`src/sv/psbm_pkg.sv`:
```
`timescale 1ns / 1ps
// ----------------------------------------------------------------------------
// psbm_pkg
// Shared types and constants of the patch ssd best match block.
// ----------------------------------------------------------------------------
package psbm_pkg;

  localparam int unsigned CoordW  = 12;
  localparam int unsigned OvlW    = 40;
  localparam int unsigned LumSumW = 48;
  localparam int unsigned ScoreW  = 48;
  localparam int unsigned WsumW   = 22;
  localparam int unsigned NumW    = 16;
  localparam int unsigned AccW    = 57;
  localparam int unsigned CntW    = 4;
  localparam int unsigned CfgIdxW = 3;

  localparam logic [13:0] LumDiv    = 14'd10000;
  localparam logic [18:0] LumRecip  = 19'd429496;
  localparam logic [11:0] CoefR     = 12'd2126;
  localparam logic [12:0] CoefG     = 13'd7152;
  localparam logic [9:0]  CoefB     = 10'd722;
  localparam logic [8:0]  AlphaOne  = 9'd256;

  localparam logic [CntW-1:0] DivLast   = 4'd15;
  localparam logic [CntW-1:0] BlendLast = 4'd8;

  localparam logic [CfgIdxW-1:0] RegMode   = 3'd0;
  localparam logic [CfgIdxW-1:0] RegAlpha  = 3'd1;
  localparam logic [CfgIdxW-1:0] RegMinSrc = 3'd2;
  localparam logic [CfgIdxW-1:0] RegMaxSrc = 3'd3;
  localparam logic [CfgIdxW-1:0] RegMinMap = 3'd4;
  localparam logic [CfgIdxW-1:0] RegMaxMap = 3'd5;

  typedef enum logic [3:0] {
    StIdle,
    StAcc,
    StLumMul,
    StLumFix,
    StNormInit,
    StDiv,
    StLumAcc,
    StBlendInit,
    StBlend,
    StClose
  } state_e;

  typedef struct packed {
    logic load;
    logic acc;
    logic lum_mul;
    logic lum_fix;
    logic norm_init;
    logic div_step;
    logic lum_acc;
    logic blend_init;
    logic blend_step;
    logic close;
  } dp_cmd_t;

  typedef struct packed {
    logic corr_path;
    logic last;
    logic mode;
  } dp_status_t;

endpackage

```
`src/sv/psbm_ctrl.sv`:
```
`timescale 1ns / 1ps
// ----------------------------------------------------------------------------
// psbm_ctrl
// Sequencer for item intake, luminance division, blend and closing.
// ----------------------------------------------------------------------------
module psbm_ctrl (
  input  logic                 clk_i,
  input  logic                 rst_ni,
  input  logic                 in_valid_i,
  output logic                 in_ready_o,
  output logic                 out_valid_o,
  input  logic                 out_ready_i,
  input  psbm_pkg::dp_status_t status_i,
  output psbm_pkg::dp_cmd_t    cmd_o
);

  psbm_pkg::state_e state_q, state_d;
  logic [psbm_pkg::CntW-1:0] cnt_q, cnt_d;
  logic out_valid_q, out_valid_d;
  logic slot_free;

  assign slot_free   = !out_valid_q || out_ready_i;
  assign in_ready_o  = (state_q == psbm_pkg::StIdle);
  assign out_valid_o = out_valid_q;

  always_comb begin
    state_d = state_q;
    cnt_d   = cnt_q;
    unique case (state_q)
      psbm_pkg::StIdle: begin
        if (in_valid_i) state_d = psbm_pkg::StAcc;
      end
      psbm_pkg::StAcc: begin
        if (status_i.corr_path) state_d = psbm_pkg::StLumMul;
        else if (!status_i.last) state_d = psbm_pkg::StIdle;
        else if (status_i.mode) state_d = psbm_pkg::StBlendInit;
        else state_d = psbm_pkg::StClose;
      end
      psbm_pkg::StLumMul:   state_d = psbm_pkg::StLumFix;
      psbm_pkg::StLumFix:   state_d = psbm_pkg::StNormInit;
      psbm_pkg::StNormInit: begin
        state_d = psbm_pkg::StDiv;
        cnt_d   = '0;
      end
      psbm_pkg::StDiv: begin
        cnt_d = cnt_q + 1'b1;
        if (cnt_q == psbm_pkg::DivLast) state_d = psbm_pkg::StLumAcc;
      end
      psbm_pkg::StLumAcc: begin
        if (status_i.last) state_d = psbm_pkg::StBlendInit;
        else state_d = psbm_pkg::StIdle;
      end
      psbm_pkg::StBlendInit: begin
        state_d = psbm_pkg::StBlend;
        cnt_d   = '0;
      end
      psbm_pkg::StBlend: begin
        cnt_d = cnt_q + 1'b1;
        if (cnt_q == psbm_pkg::BlendLast) state_d = psbm_pkg::StClose;
      end
      psbm_pkg::StClose: begin
        if (slot_free) state_d = psbm_pkg::StIdle;
      end
      default: state_d = psbm_pkg::StIdle;
    endcase
  end

  always_comb begin
    cmd_o       = '0;
    out_valid_d = out_valid_q && !out_ready_i;
    unique case (state_q)
      psbm_pkg::StIdle:      cmd_o.load       = in_valid_i;
      psbm_pkg::StAcc:       cmd_o.acc        = 1'b1;
      psbm_pkg::StLumMul:    cmd_o.lum_mul    = 1'b1;
      psbm_pkg::StLumFix:    cmd_o.lum_fix    = 1'b1;
      psbm_pkg::StNormInit:  cmd_o.norm_init  = 1'b1;
      psbm_pkg::StDiv:       cmd_o.div_step   = 1'b1;
      psbm_pkg::StLumAcc:    cmd_o.lum_acc    = 1'b1;
      psbm_pkg::StBlendInit: cmd_o.blend_init = 1'b1;
      psbm_pkg::StBlend:     cmd_o.blend_step = 1'b1;
      psbm_pkg::StClose: begin
        cmd_o.close = slot_free;
        if (slot_free) out_valid_d = 1'b1;
      end
      default: cmd_o = '0;
    endcase
  end

  always_ff @(posedge clk_i or negedge rst_ni) begin
    if (!rst_ni) begin
      state_q     <= psbm_pkg::StIdle;
      cnt_q       <= '0;
      out_valid_q <= 1'b0;
    end else begin
      state_q     <= state_d;
      cnt_q       <= cnt_d;
      out_valid_q <= out_valid_d;
    end
  end

endmodule

```
`src/sv/psbm_dp.sv`:
```
`timescale 1ns / 1ps
// ----------------------------------------------------------------------------
// psbm_dp
// Registers, squared error sums, luminance divider, blend and best search.
// ----------------------------------------------------------------------------
module psbm_dp (
  input  logic                 clk_i,
  input  logic                 rst_ni,
  input  logic                 cfg_valid_i,
  output logic                 cfg_ready_o,
  input  logic [2:0]           cfg_index_i,
  input  logic [8:0]           cfg_data_i,
  input  logic [71:0]          in_data_i,
  input  logic [2:0]           in_user_i,
  input  logic                 in_last_i,
  output logic [119:0]         out_data_o,
  input  psbm_pkg::dp_cmd_t    cmd_i,
  output psbm_pkg::dp_status_t status_o
);

  // configuration
  logic       mode_q;
  logic [8:0] alpha_q;
  logic [7:0] min_src_q, max_src_q, min_map_q, max_map_q;

  assign cfg_ready_o = 1'b1;

  always_ff @(posedge clk_i or negedge rst_ni) begin
    if (!rst_ni) begin
      mode_q    <= 1'b0;
      alpha_q   <= 9'd128;
      min_src_q <= 8'd0;
      max_src_q <= 8'd255;
      min_map_q <= 8'd0;
      max_map_q <= 8'd255;
    end else if (cfg_valid_i) begin
      unique case (cfg_index_i)
        psbm_pkg::RegMode:   mode_q    <= cfg_data_i[0];
        psbm_pkg::RegAlpha:  alpha_q   <= cfg_data_i;
        psbm_pkg::RegMinSrc: min_src_q <= cfg_data_i[7:0];
        psbm_pkg::RegMaxSrc: max_src_q <= cfg_data_i[7:0];
        psbm_pkg::RegMinMap: min_map_q <= cfg_data_i[7:0];
        psbm_pkg::RegMaxMap: max_map_q <= cfg_data_i[7:0];
        default: ;
      endcase
    end
  end

  // captured item
  logic        cmd_q, inb_q, last_q;
  logic [11:0] cx_q, cy_q;
  logic [7:0]  sr_q, sg_q, sb_q, rr_q, rg_q, rb_q;

  always_ff @(posedge clk_i) begin
    if (cmd_i.load) begin
      cmd_q  <= in_user_i[0];
      inb_q  <= in_user_i[2];
      last_q <= in_last_i;
      cx_q   <= in_data_i[11:0];
      cy_q   <= in_data_i[23:12];
      sr_q   <= in_data_i[31:24];
      sg_q   <= in_data_i[39:32];
      sb_q   <= in_data_i[47:40];
      rr_q   <= in_data_i[55:48];
      rg_q   <= in_data_i[63:56];
      rb_q   <= in_data_i[71:64];
    end
  end

  assign status_o.corr_path = inb_q && cmd_q && mode_q;
  assign status_o.last      = last_q;
  assign status_o.mode      = mode_q;

  function automatic logic [7:0] absdiff(input logic [7:0] a, input logic [7:0] b);
    absdiff = (a > b) ? a - b : b - a;
  endfunction

  function automatic logic [psbm_pkg::WsumW-1:0] wsum(input logic [7:0] r,
                                                      input logic [7:0] g,
                                                      input logic [7:0] b);
    wsum = psbm_pkg::WsumW'(r) * psbm_pkg::WsumW'(psbm_pkg::CoefR)
         + psbm_pkg::WsumW'(g) * psbm_pkg::WsumW'(psbm_pkg::CoefG)
         + psbm_pkg::WsumW'(b) * psbm_pkg::WsumW'(psbm_pkg::CoefB);
  endfunction

  // overlap error
  logic [7:0]  dr, dg, db;
  logic [17:0] ovl_err;
  logic [40:0] ovl_add;
  logic [psbm_pkg::OvlW-1:0] ovl_sum_q;

  assign dr      = absdiff(sr_q, rr_q);
  assign dg      = absdiff(sg_q, rg_q);
  assign db      = absdiff(sb_q, rb_q);
  assign ovl_err = 18'(dr) * 18'(dr) + 18'(dg) * 18'(dg) + 18'(db) * 18'(db);
  assign ovl_add = {1'b0, ovl_sum_q} + 41'(ovl_err);

  // luminance
  logic [psbm_pkg::WsumW-1:0] ws_src_q, ws_map_q;
  logic [7:0] q0_src_q, q0_map_q, lum_src_q, lum_map_q;
  logic [40:0] prod_src, prod_map;
  logic [psbm_pkg::WsumW-1:0] rem_src, rem_map;

  assign prod_src = 41'(ws_src_q) * 41'(psbm_pkg::LumRecip);
  assign prod_map = 41'(ws_map_q) * 41'(psbm_pkg::LumRecip);
  assign rem_src  = ws_src_q - psbm_pkg::WsumW'(q0_src_q) * psbm_pkg::WsumW'(psbm_pkg::LumDiv);
  assign rem_map  = ws_map_q - psbm_pkg::WsumW'(q0_map_q) * psbm_pkg::WsumW'(psbm_pkg::LumDiv);

  always_ff @(posedge clk_i) begin
    if (cmd_i.acc) begin
      ws_src_q <= wsum(sr_q, sg_q, sb_q);
      ws_map_q <= wsum(rr_q, rg_q, rb_q);
    end
    if (cmd_i.lum_mul) begin
      q0_src_q <= prod_src[39:32];
      q0_map_q <= prod_map[39:32];
    end
    if (cmd_i.lum_fix) begin
      lum_src_q <= (rem_src >= psbm_pkg::WsumW'(psbm_pkg::LumDiv)) ? q0_src_q + 1'b1 : q0_src_q;
      lum_map_q <= (rem_map >= psbm_pkg::WsumW'(psbm_pkg::LumDiv)) ? q0_map_q + 1'b1 : q0_map_q;
    end
  end

  // normalization setup and restoring dividers
  logic [7:0] cl_src, cl_map, off_src, off_map;
  logic       flat_src_q, flat_map_q;
  logic [7:0] den_src_q, den_map_q, drem_src_q, drem_map_q;
  logic [psbm_pkg::NumW-1:0] quo_src_q, quo_map_q;
  logic [8:0] tr_src, tr_map;
  logic       ge_src, ge_map;

  assign cl_src  = (lum_src_q < min_src_q) ? min_src_q :
                   (lum_src_q > max_src_q) ? max_src_q : lum_src_q;
  assign cl_map  = (lum_map_q < min_map_q) ? min_map_q :
                   (lum_map_q > max_map_q) ? max_map_q : lum_map_q;
  assign off_src = cl_src - min_src_q;
  assign off_map = cl_map - min_map_q;
  assign tr_src  = {drem_src_q, quo_src_q[psbm_pkg::NumW-1]};
  assign tr_map  = {drem_map_q, quo_map_q[psbm_pkg::NumW-1]};
  assign ge_src  = tr_src >= {1'b0, den_src_q};
  assign ge_map  = tr_map >= {1'b0, den_map_q};

  always_ff @(posedge clk_i) begin
    if (cmd_i.norm_init) begin
      flat_src_q <= max_src_q <= min_src_q;
      flat_map_q <= max_map_q <= min_map_q;
      den_src_q  <= max_src_q - min_src_q;
      den_map_q  <= max_map_q - min_map_q;
      drem_src_q <= '0;
      drem_map_q <= '0;
      quo_src_q  <= {off_src, 8'd0} - {8'd0, off_src};
      quo_map_q  <= {off_map, 8'd0} - {8'd0, off_map};
    end else if (cmd_i.div_step) begin
      drem_src_q <= ge_src ? 8'(tr_src - {1'b0, den_src_q}) : tr_src[7:0];
      drem_map_q <= ge_map ? 8'(tr_map - {1'b0, den_map_q}) : tr_map[7:0];
      quo_src_q  <= {quo_src_q[psbm_pkg::NumW-2:0], ge_src};
      quo_map_q  <= {quo_map_q[psbm_pkg::NumW-2:0], ge_map};
    end
  end

  logic [7:0]  ns, nm, dl;
  logic [15:0] lum_err;
  logic [48:0] lum_add;
  logic [psbm_pkg::LumSumW-1:0] lum_sum_q;

  assign ns      = flat_src_q ? 8'd0 : quo_src_q[7:0];
  assign nm      = flat_map_q ? 8'd0 : quo_map_q[7:0];
  assign dl      = absdiff(ns, nm);
  assign lum_err = 16'(dl) * 16'(dl);
  assign lum_add = {1'b0, lum_sum_q} + 49'(lum_err);

  always_ff @(posedge clk_i or negedge rst_ni) begin
    if (!rst_ni) begin
      ovl_sum_q <= '0;
      lum_sum_q <= '0;
    end else if (cmd_i.close) begin
      ovl_sum_q <= '0;
      lum_sum_q <= '0;
    end else begin
      if (cmd_i.acc && inb_q && !cmd_q)
        ovl_sum_q <= ovl_add[40] ? '1 : ovl_add[39:0];
      if (cmd_i.lum_acc)
        lum_sum_q <= lum_add[48] ? '1 : lum_add[47:0];
    end
  end

  // shift-add blend
  logic [8:0] a_eff, wa_q, wb_q;
  logic [psbm_pkg::AccW-1:0] ovl_sh_q, lum_sh_q, acc_q;

  assign a_eff = (alpha_q > psbm_pkg::AlphaOne) ? psbm_pkg::AlphaOne : alpha_q;

  always_ff @(posedge clk_i) begin
    if (cmd_i.blend_init) begin
      wa_q     <= a_eff;
      wb_q     <= psbm_pkg::AlphaOne - a_eff;
      ovl_sh_q <= psbm_pkg::AccW'(ovl_sum_q);
      lum_sh_q <= psbm_pkg::AccW'(lum_sum_q);
      acc_q    <= '0;
    end else if (cmd_i.blend_step) begin
      acc_q    <= acc_q + (wa_q[0] ? ovl_sh_q : '0) + (wb_q[0] ? lum_sh_q : '0);
      ovl_sh_q <= {ovl_sh_q[psbm_pkg::AccW-2:0], 1'b0};
      lum_sh_q <= {lum_sh_q[psbm_pkg::AccW-2:0], 1'b0};
      wa_q     <= {1'b0, wa_q[8:1]};
      wb_q     <= {1'b0, wb_q[8:1]};
    end
  end

  // closing and best search
  logic [psbm_pkg::ScoreW-1:0] score, best_q, cand_q, out_best_q;
  logic [11:0] bx_q, by_q, out_bx_q, out_by_q;
  logic        better;

  assign score  = !mode_q ? psbm_pkg::ScoreW'(ovl_sum_q) :
                  (acc_q[56] ? '1 : acc_q[55:8]);
  assign better = score < best_q;

  always_ff @(posedge clk_i or negedge rst_ni) begin
    if (!rst_ni) begin
      best_q <= '1;
      bx_q   <= '0;
      by_q   <= '0;
    end else if (cmd_i.load && in_user_i[1]) begin
      best_q <= '1;
      bx_q   <= '0;
      by_q   <= '0;
    end else if (cmd_i.close && better) begin
      best_q <= score;
      bx_q   <= cx_q;
      by_q   <= cy_q;
    end
  end

  // result register, held until the request leaves
  always_ff @(posedge clk_i) begin
    if (cmd_i.close) begin
      cand_q     <= score;
      out_best_q <= better ? score : best_q;
      out_bx_q   <= better ? cx_q : bx_q;
      out_by_q   <= better ? cy_q : by_q;
    end
  end

  assign out_data_o = {out_by_q, out_bx_q, out_best_q, cand_q};

endmodule

```
`src/sv/patch_ssd_best_match.sv`:
```
`timescale 1ns / 1ps
// ----------------------------------------------------------------------------
// patch_ssd_best_match
// Patch ssd error with optional luminance term and running best match.
// ----------------------------------------------------------------------------
// channel   dir  handshake                 payload
// s_axis    in   tvalid/tready             tdata 72b, tuser 3b, tlast
// m_axis    out  tvalid/tready             tdata 120b
// cfg       in   cfg_valid/cfg_ready       cfg_index 3b, cfg_data 9b
//
// overlap pixel: intake and accumulate; correspondence pixel: also luminance
// multiply, fix, normalization setup, the 16-step restoring luminance
// dividers and luminance accumulate; closing adds a closing state, after a
// shift-add blend in correspondence mode; waits while output register is full
// reset clears sums, best score to all ones and registers to their defaults
// ----------------------------------------------------------------------------
module patch_ssd_best_match (
  input  logic         clk_i,
  input  logic         rst_ni,
  input  logic         s_axis_tvalid_i,
  output logic         s_axis_tready_o,
  // cand_x, cand_y, src_r, src_g, src_b, ref_r, ref_g, ref_b
  input  logic [71:0]  s_axis_tdata_i,
  // cmd, first_of_search, in_bounds
  input  logic [2:0]   s_axis_tuser_i,
  input  logic         s_axis_tlast_i,
  output logic         m_axis_tvalid_o,
  input  logic         m_axis_tready_i,
  // candidate_score, best_score, best_x, best_y
  output logic [119:0] m_axis_tdata_o,
  input  logic         cfg_valid_i,
  output logic         cfg_ready_o,
  input  logic [2:0]   cfg_index_i,
  input  logic [8:0]   cfg_data_i
);

  psbm_pkg::dp_cmd_t    dp_cmd;
  psbm_pkg::dp_status_t dp_status;

  psbm_ctrl u_ctrl (
    .clk_i       (clk_i),
    .rst_ni      (rst_ni),
    .in_valid_i  (s_axis_tvalid_i),
    .in_ready_o  (s_axis_tready_o),
    .out_valid_o (m_axis_tvalid_o),
    .out_ready_i (m_axis_tready_i),
    .status_i    (dp_status),
    .cmd_o       (dp_cmd)
  );

  psbm_dp u_dp (
    .clk_i       (clk_i),
    .rst_ni      (rst_ni),
    .cfg_valid_i (cfg_valid_i),
    .cfg_ready_o (cfg_ready_o),
    .cfg_index_i (cfg_index_i),
    .cfg_data_i  (cfg_data_i),
    .in_data_i   (s_axis_tdata_i),
    .in_user_i   (s_axis_tuser_i),
    .in_last_i   (s_axis_tlast_i),
    .out_data_o  (m_axis_tdata_o),
    .cmd_i       (dp_cmd),
    .status_o    (dp_status)
  );

endmodule

```
`config.mk`:
```
export PLATFORM = sky130hd
export DESIGN_NAME = patch_ssd_best_match
export DESIGN_NICKNAME = d
export VERILOG_FILES = /design/src/sv/psbm_pkg.sv /design/src/sv/psbm_ctrl.sv /design/src/sv/psbm_dp.sv /design/src/sv/patch_ssd_best_match.sv
export SDC_FILE = /design/constraint.sdc
export NUM_CORES = 2
export LEC_CHECK = 0
export BUFFER_PORTS_ARGS = -buffer_cell sky130_fd_sc_hd__buf_2
export CAP_MARGIN = 40
export CORE_ASPECT_RATIO = 0.6
export CORE_MARGIN = 2
export CORE_UTILIZATION = 45
export DETAILED_ROUTE_END_ITERATION = 12
export PLACE_DENSITY_LB_ADDON = 0.25
export SETUP_SLACK_MARGIN = 0.2
export SYNTH_ARGS = -nofsm -noshare
export SYNTH_HDL_FRONTEND = slang
export SYNTH_HIERARCHICAL = 1
export SYNTH_SLANG_ARGS = --single-unit
```
`constraint.sdc`:
```
create_clock -name clk_i -period 15.8 [get_ports clk_i]
set_clock_uncertainty 0.1 [all_clocks]
set_input_delay 4.74 -clock clk_i [delete_from_list [all_inputs] [get_ports clk_i]]
set_output_delay 4.74 -clock clk_i [all_outputs]
set_load 0.02 [all_outputs]
```
# After elaboration in Yosys (flattened, before gate mapping)

Cells that the tools add are included.

Word-level logic and storage cells: 228
Register bits after elaboration: 737

$mul: 14
Equality and inequality tests: 20
Reduce and logical (&&, ||, !) cells: 28
Magnitude comparators: 16
$add $sub $neg: 32
Mux-type cells: 68

Operator list:

| operator                                               | count |
|---|---|
| two-way mux 48 bit                                     | 10 |
| two-way mux 40 bit                                     | 5 |
| adder 57 bit                                           | 2 |
| two-way mux 57 bit                                     | 2 |
| two-way mux 8 bit                                      | 14 |
| subtractor 8 bit                                       | 14 |
| multiplier 22 x 16 -> 37 bit (second input constant)   | 2 |
| two-way mux 12 bit                                     | 6 |
| multiplier 8 x 9 -> 17 bit (second input constant)     | 4 |
| multiplier 8 x 8 -> 16 bit                             | 4 |
| two-way mux 16 bit                                     | 4 |
| adder 48 x 16 -> 49 bit                                | 1 |
| > comparator 8 bit                                     | 6 |
| < comparator 48 bit                                    | 1 |
| two-way mux 9 bit                                      | 5 |
| adder 20 x 21 -> 22 bit                                | 2 |
| adder 22 x 18 -> 22 bit                                | 2 |
| >= comparator 22 x 14 -> 1 bit (second input constant) | 2 |
| subtractor 22 bit                                      | 2 |
| adder 40 x 18 -> 41 bit                                | 1 |
| case mux 4 bit (10 select lines)                       | 1 |
| multiplier 8 x 11 -> 19 bit (second input constant)    | 2 |
| multiplier 8 x 10 -> 18 bit (second input constant)    | 2 |
| subtractor 16 x 8 -> 16 bit                            | 2 |
| other kinds (31)                                       | 82 |

# Depth between registers and ports, before layout

Word-level depth: 9
Gate-level depth with buffers: 39
Mapped depth without buffers: 37

# Hierarchy

The synthesis kept the hierarchy.

By module, submodules not included:

| module    | cells each | times used | area an instance (µm²) |
|---|---|---|---|
| psbm_dp   | 7250       | 1          | 73385.4 |
| psbm_ctrl | 103        | 1          | 852.1 |

# Least setup slack after synthesis

Ideal clock, no wire load.

Path kind: input to register
Start point: in m_axis_tready_i
End point: reg u_dp/best_q[0] (netlist name)
Library setup time: 0.100 ns
Stages: 8
Data arrival time: 11.401 ns
Slack: 4.198 ns
Buffers on the path: 3
Required time: 15.600 ns
Cells stage by stage: nand2b_1 -> nor2b_1 -> clkbuf_1 -> o21ai_1 -> clkbuf_1 -> clkbuf_1 -> nand2_1 -> o211ai_1

RTL lines:

| what                   | line                       | RTL |
|---|---|---|
| start: declaration     | patch_ssd_best_match.sv:28 | `input logic m_axis_tready_i,` |
| end signal: assignment | psbm_dp.sv:228             | `best_q <= score;` |
| end: declaration       | psbm_dp.sv:210             | `logic [psbm_pkg::ScoreW-1:0] score, best_q, cand_q, out_best_q;` |

# Worst setup path in the final report

Start point: reg u_dp.sb_q[0]
End point: reg u_dp/ovl_sum_q[29] (netlist name)

Cells in the longest elaborated chain, start to end: 8
Elaborated cells on any way between the ends: 10
Classes of those cells: 4 x add/sub; 1 x mul; 1 x order compare; 4 x mux

Ends and longest elaborated chain:

| what                                                   | line           | RTL |
|---|---|---|
| start: declaration                                     | psbm_dp.sv:52  | `logic [7:0] sr_q, sg_q, sb_q, rr_q, rg_q, rb_q;` |
| start signal: assignment                               | psbm_dp.sv:63  | `sb_q <= in_data_i[47:40];` |
| subtractor 8 bit or > comparator 8 bit (tied branches) | psbm_dp.sv:75  | `absdiff = (a > b) ? a - b : b - a;` |
| two-way mux 8 bit *                                    | psbm_dp.sv:75  |  |
| multiplier 8 x 8 -> 16 bit *                           | psbm_dp.sv:95  | `assign ovl_err = 18'(dr) * 18'(dr) + 18'(dg) * 18'(dg) + 18'(db) * 18'(db);` |
| adder 18 x 16 -> 18 bit *                              | psbm_dp.sv:95  |  |
| adder 40 x 18 -> 41 bit *                              | psbm_dp.sv:96  | `assign ovl_add = {1'b0, ovl_sum_q} + 41'(ovl_err);` |
| two-way mux 40 bit *                                   | psbm_dp.sv:181 | `ovl_sum_q <= ovl_add[40] ? '1 : ovl_add[39:0];` |
| two-way mux 40 bit *                                   | psbm_dp.sv:180 | `if (cmd_i.acc && inb_q && !cmd_q)` |
| two-way mux 40 bit *                                   | psbm_dp.sv:176 | `end else if (cmd_i.close) begin` |
| end signal: assignment                                 | psbm_dp.sv:181 |  |
| end: declaration                                       | psbm_dp.sv:90  | `logic [psbm_pkg::OvlW-1:0] ovl_sum_q;` |

Mark *: on every way between the ends. The rest lies on a longest branch, timed or not. The select of a mux whose other input is x is not followed.
A chain may end at the register's enable or synchronous reset.

==> flow_summary_export.csv <==
group,metric,value,unit
detailed_routing,via_count,54000,
sta,setup_slack,4.94,ns
floorplanning,initial_utilization,45.3,%
sta,period_minus_slack,10.86,ns
synth,synth_area_leaders,"fa_1 (18%), ha_1 (18%), edfxtp_1 (17%)",
worst_setup_path,cp_slowest_cell,"a21oi_1",
placement,io_buffers,214,
clock_network,clkLatencyLatePin,0.70,ns
floorplanning,core_area,164000,µm²
clock_network,cts_max_level,3,
worst_setup_path,cp.required,16.27,ns
synth,synth_area,74200,µm²
global_routing,grt_use_met3,6.22,%
global_routing,grtUsageTotal,24.4,%
synth,ys_warn_count,6,
synth,yosys.area.top_type,"fa_1",
synth,ys_ff_latch,735,
floorplanning,io_pins,216,
clock_network,post_cts_buffers,0,
sta,slew_headroom,33.6,%
global_routing,grt_pass1_wl,320000,µm
sta,hold_viol,0,
finish,syn_to_final_growth,8.76,%
worst_setup_path,crit_type,"reg -> reg",
sta,slew_viol_final,0,
synth,async_flop_share,28.7,%
worst_setup_path,critPathMaxStageDelay,0.70,ns
clock_network,clk_path_buf_depth,3,
clock_network,cts_num_sinks,735,
worst_setup_path,path_max_fanout,10,
clock_network,numCtsBuffers,78,
synth,synth_flop_cell,"edfxtp_1",
detailed_routing,initialDrtViolationCount,4955,
global_routing,antenna_found_initial,4,
detailed_routing,drc_errors,0,
synth,yosysMostFrequentCell,"inv_1",
clock_network,root_buffer,"clkbuf_16",
detailed_routing,vias_per_cell,5.53,
clock_network,clk_pin_slew,0.07,ns
worst_setup_path,crit_arrival,11.34,ns
sta,setup_viol,0,
synth,synth_cell_types,98,
finish,stdcell_count,9754,
job,drv_cap,0,
floorplanning,die-area,168000,µm²
floorplanning,die_h,319,µm
global_routing,grt_overflow,0,
worst_setup_path,critPathCaptureType,"flop",
global_routing,grt_pass1_vias,53500,
synth,ys_seq_area_share,27.1,%
synth,synth_edf_count,425,
sta,fmax,0.0921,GHz
run_status,outcome,"completed",
detailed_routing,ant_nets,0,
sta,rsz0062_at_grt,"false",
placement,dp.cells,9604,
sta,worst_slew_pin_slew,0.996,ns
clock_network,ctsResizeCount,0,
global_routing,top_usage_layer,"met1",
floorplanning,rows,115,
synth,synthCells,7353,
detailed_routing,drtPass1Iterations,5,
finish,drive_above_1_share,10.0,%
placement,place.gp.congestion,0.972,
placement,hpwl,165000,µm
worst_setup_path,worstSetupStartpointType,"flop",
detailed_routing,detail_route.wl_per_cell,20.9,µm
global_routing,grt_max_degree,158,
sta,fin_tns_setup,0,ns
clock_network,cts_tree,"yes",
synth,syn_nets,9171,
floorplanning,die_w,528,µm
finish,final_nets,9342,
synth,synth_top_area_share,18.3,%
clock_network,postCtsHoldBufs,0,
placement,place_ws,5.09,ns
synth,ys_top_cells_by_count,"inv_1 (1229), ha_1 (1048), fa_1 (677), nor2_1 (495), edfxtp_1 (425)",
worst_setup_path,path_common_cell,"fa_1",
global_routing,grt_use_met2,31.1,%
finish,antenna_cells,0,
finish,fillers,15000,
global_routing,grt_use_met1,40.8,%
sta,period_share,68.8,%
detailed_routing,routed_wl,204000,µm
synth,synth.avg_cell_area,10.1,µm²
hold_path,hold_class,"reg -> reg",
worst paths after layout:
path | from | slack, ns | cells past startpoint | endpoint
hold reg to reg | u_dp/drem_src_q[7] | 0.36 | 2 | u_dp/drem_src_q[7]
hold / removal | u_dp/drem_src_q[7] | 0.36 | 2 | u_dp/drem_src_q[7]
setup / recovery | u_dp/sb_q[0] | 4.94 | 34 | u_dp/ovl_sum_q[29]
max in group asynchronous | rst_ni | 9.77 | 3 | u_dp/ovl_sum_q[26]
setup reg to reg | u_dp/sb_q[0] | 4.94 | 34 | u_dp/ovl_sum_q[29]
min in group asynchronous | rst_ni | 3.92 | 1 | u_dp/min_src_q[5]
final cells by class:
cell class	count	area (µm²)	share of cell area, %
inverter	1230	4620	5.72
sequential	735	20100	24.9
clock inverter	47	579	0.717
multi-input combinational	5188	48800	60.5
timing repair buffer	291	1780	2.20
tap	2164	2710	3.35
clock buffer	99	2130	2.64
worst max-delay path, delay by kind of cell, from the launching register on:
family                     cells  cell delay, ns
muxes                          1            0.43
AOI/OAI and AO/OA             11            3.17
DFF                            1            0.53
and+or+nand+nor                5            0.89
adders and majority gates     10            4.34
buffers and inverters          6            0.56
xor gates and xnor gates       1            0.68
flip-flops by register name, summed over array words and instances (netlist names), 21 cells and up:
name,cells
u_dp/cand_q,48
u_dp/best_q,48
u_dp/ws_map_q,21
u_dp/lum_sum_q,48
u_dp/ovl_sh_q,57
u_dp/ws_src_q,21
u_dp/out_best_q,48
u_dp/acc_q,57
u_dp/lum_sh_q,57
u_dp/ovl_sum_q,40
metrics by stage:
stage	hold slack, ns	util, %	instance area [µm²]
floorplan	0.326	-	74200
global placement	0.342	47.4	77700
detailed placement	0.344	47.6	78000
CTS	0.360	49.2	80700
global route	0.407	49.3	80700
finish	0.360	49.3	80700
metal layers:
metal,routed length (µm),part of all wire [%]
met5,0,0
met4,2570,1.3
met3,19400,9.5
met2,75200,37
met1,107000,52
cell families (layout without fill, tap and decap cells):
family                     count (synthesis)  in the layout  share of synthesized area (%)
AOI/OAI and AO/OA                       1270           1270                           11.0
xor gates and xnor gates                 330            330                           3.89
adders and majority gates               1725           1725                           35.9
buffers and inverters                   1430           1667                           7.28
DFF                                      735            735                           27.1
muxes                                    310            310                           4.56
other                                      1              1                        0.00505
and+or+nand+nor                         1552           1552                           10.2
layout by cell type, fill, tap and decap left out, types with 53 or more instances in the layout:
cell type  instances
a21o_1           169
a21oi_1          326
a31oi_1           78
and2_1           138
buf_2            214
buf_4             68
clkbuf_16         80
dfrtp_1          145
dfstp_2           65
dfxtp_1           98
edfxtp_1         425
fa_1             677
ha_1            1048
inv_1           1227
mux2_2           201
mux2i_1          106
nand2_1          284
nand2b_1          89
nand3_1          111
nand4_1           53
nor2_1           491
nor2b_1           68
nor3_1           143
o21ai_0          288
o21bai_1          56
xnor2_1          207
xor2_1           123
Power is not shown: default switching activity piles up to over one toggle a cycle in this logic, so the estimate is an artifact.
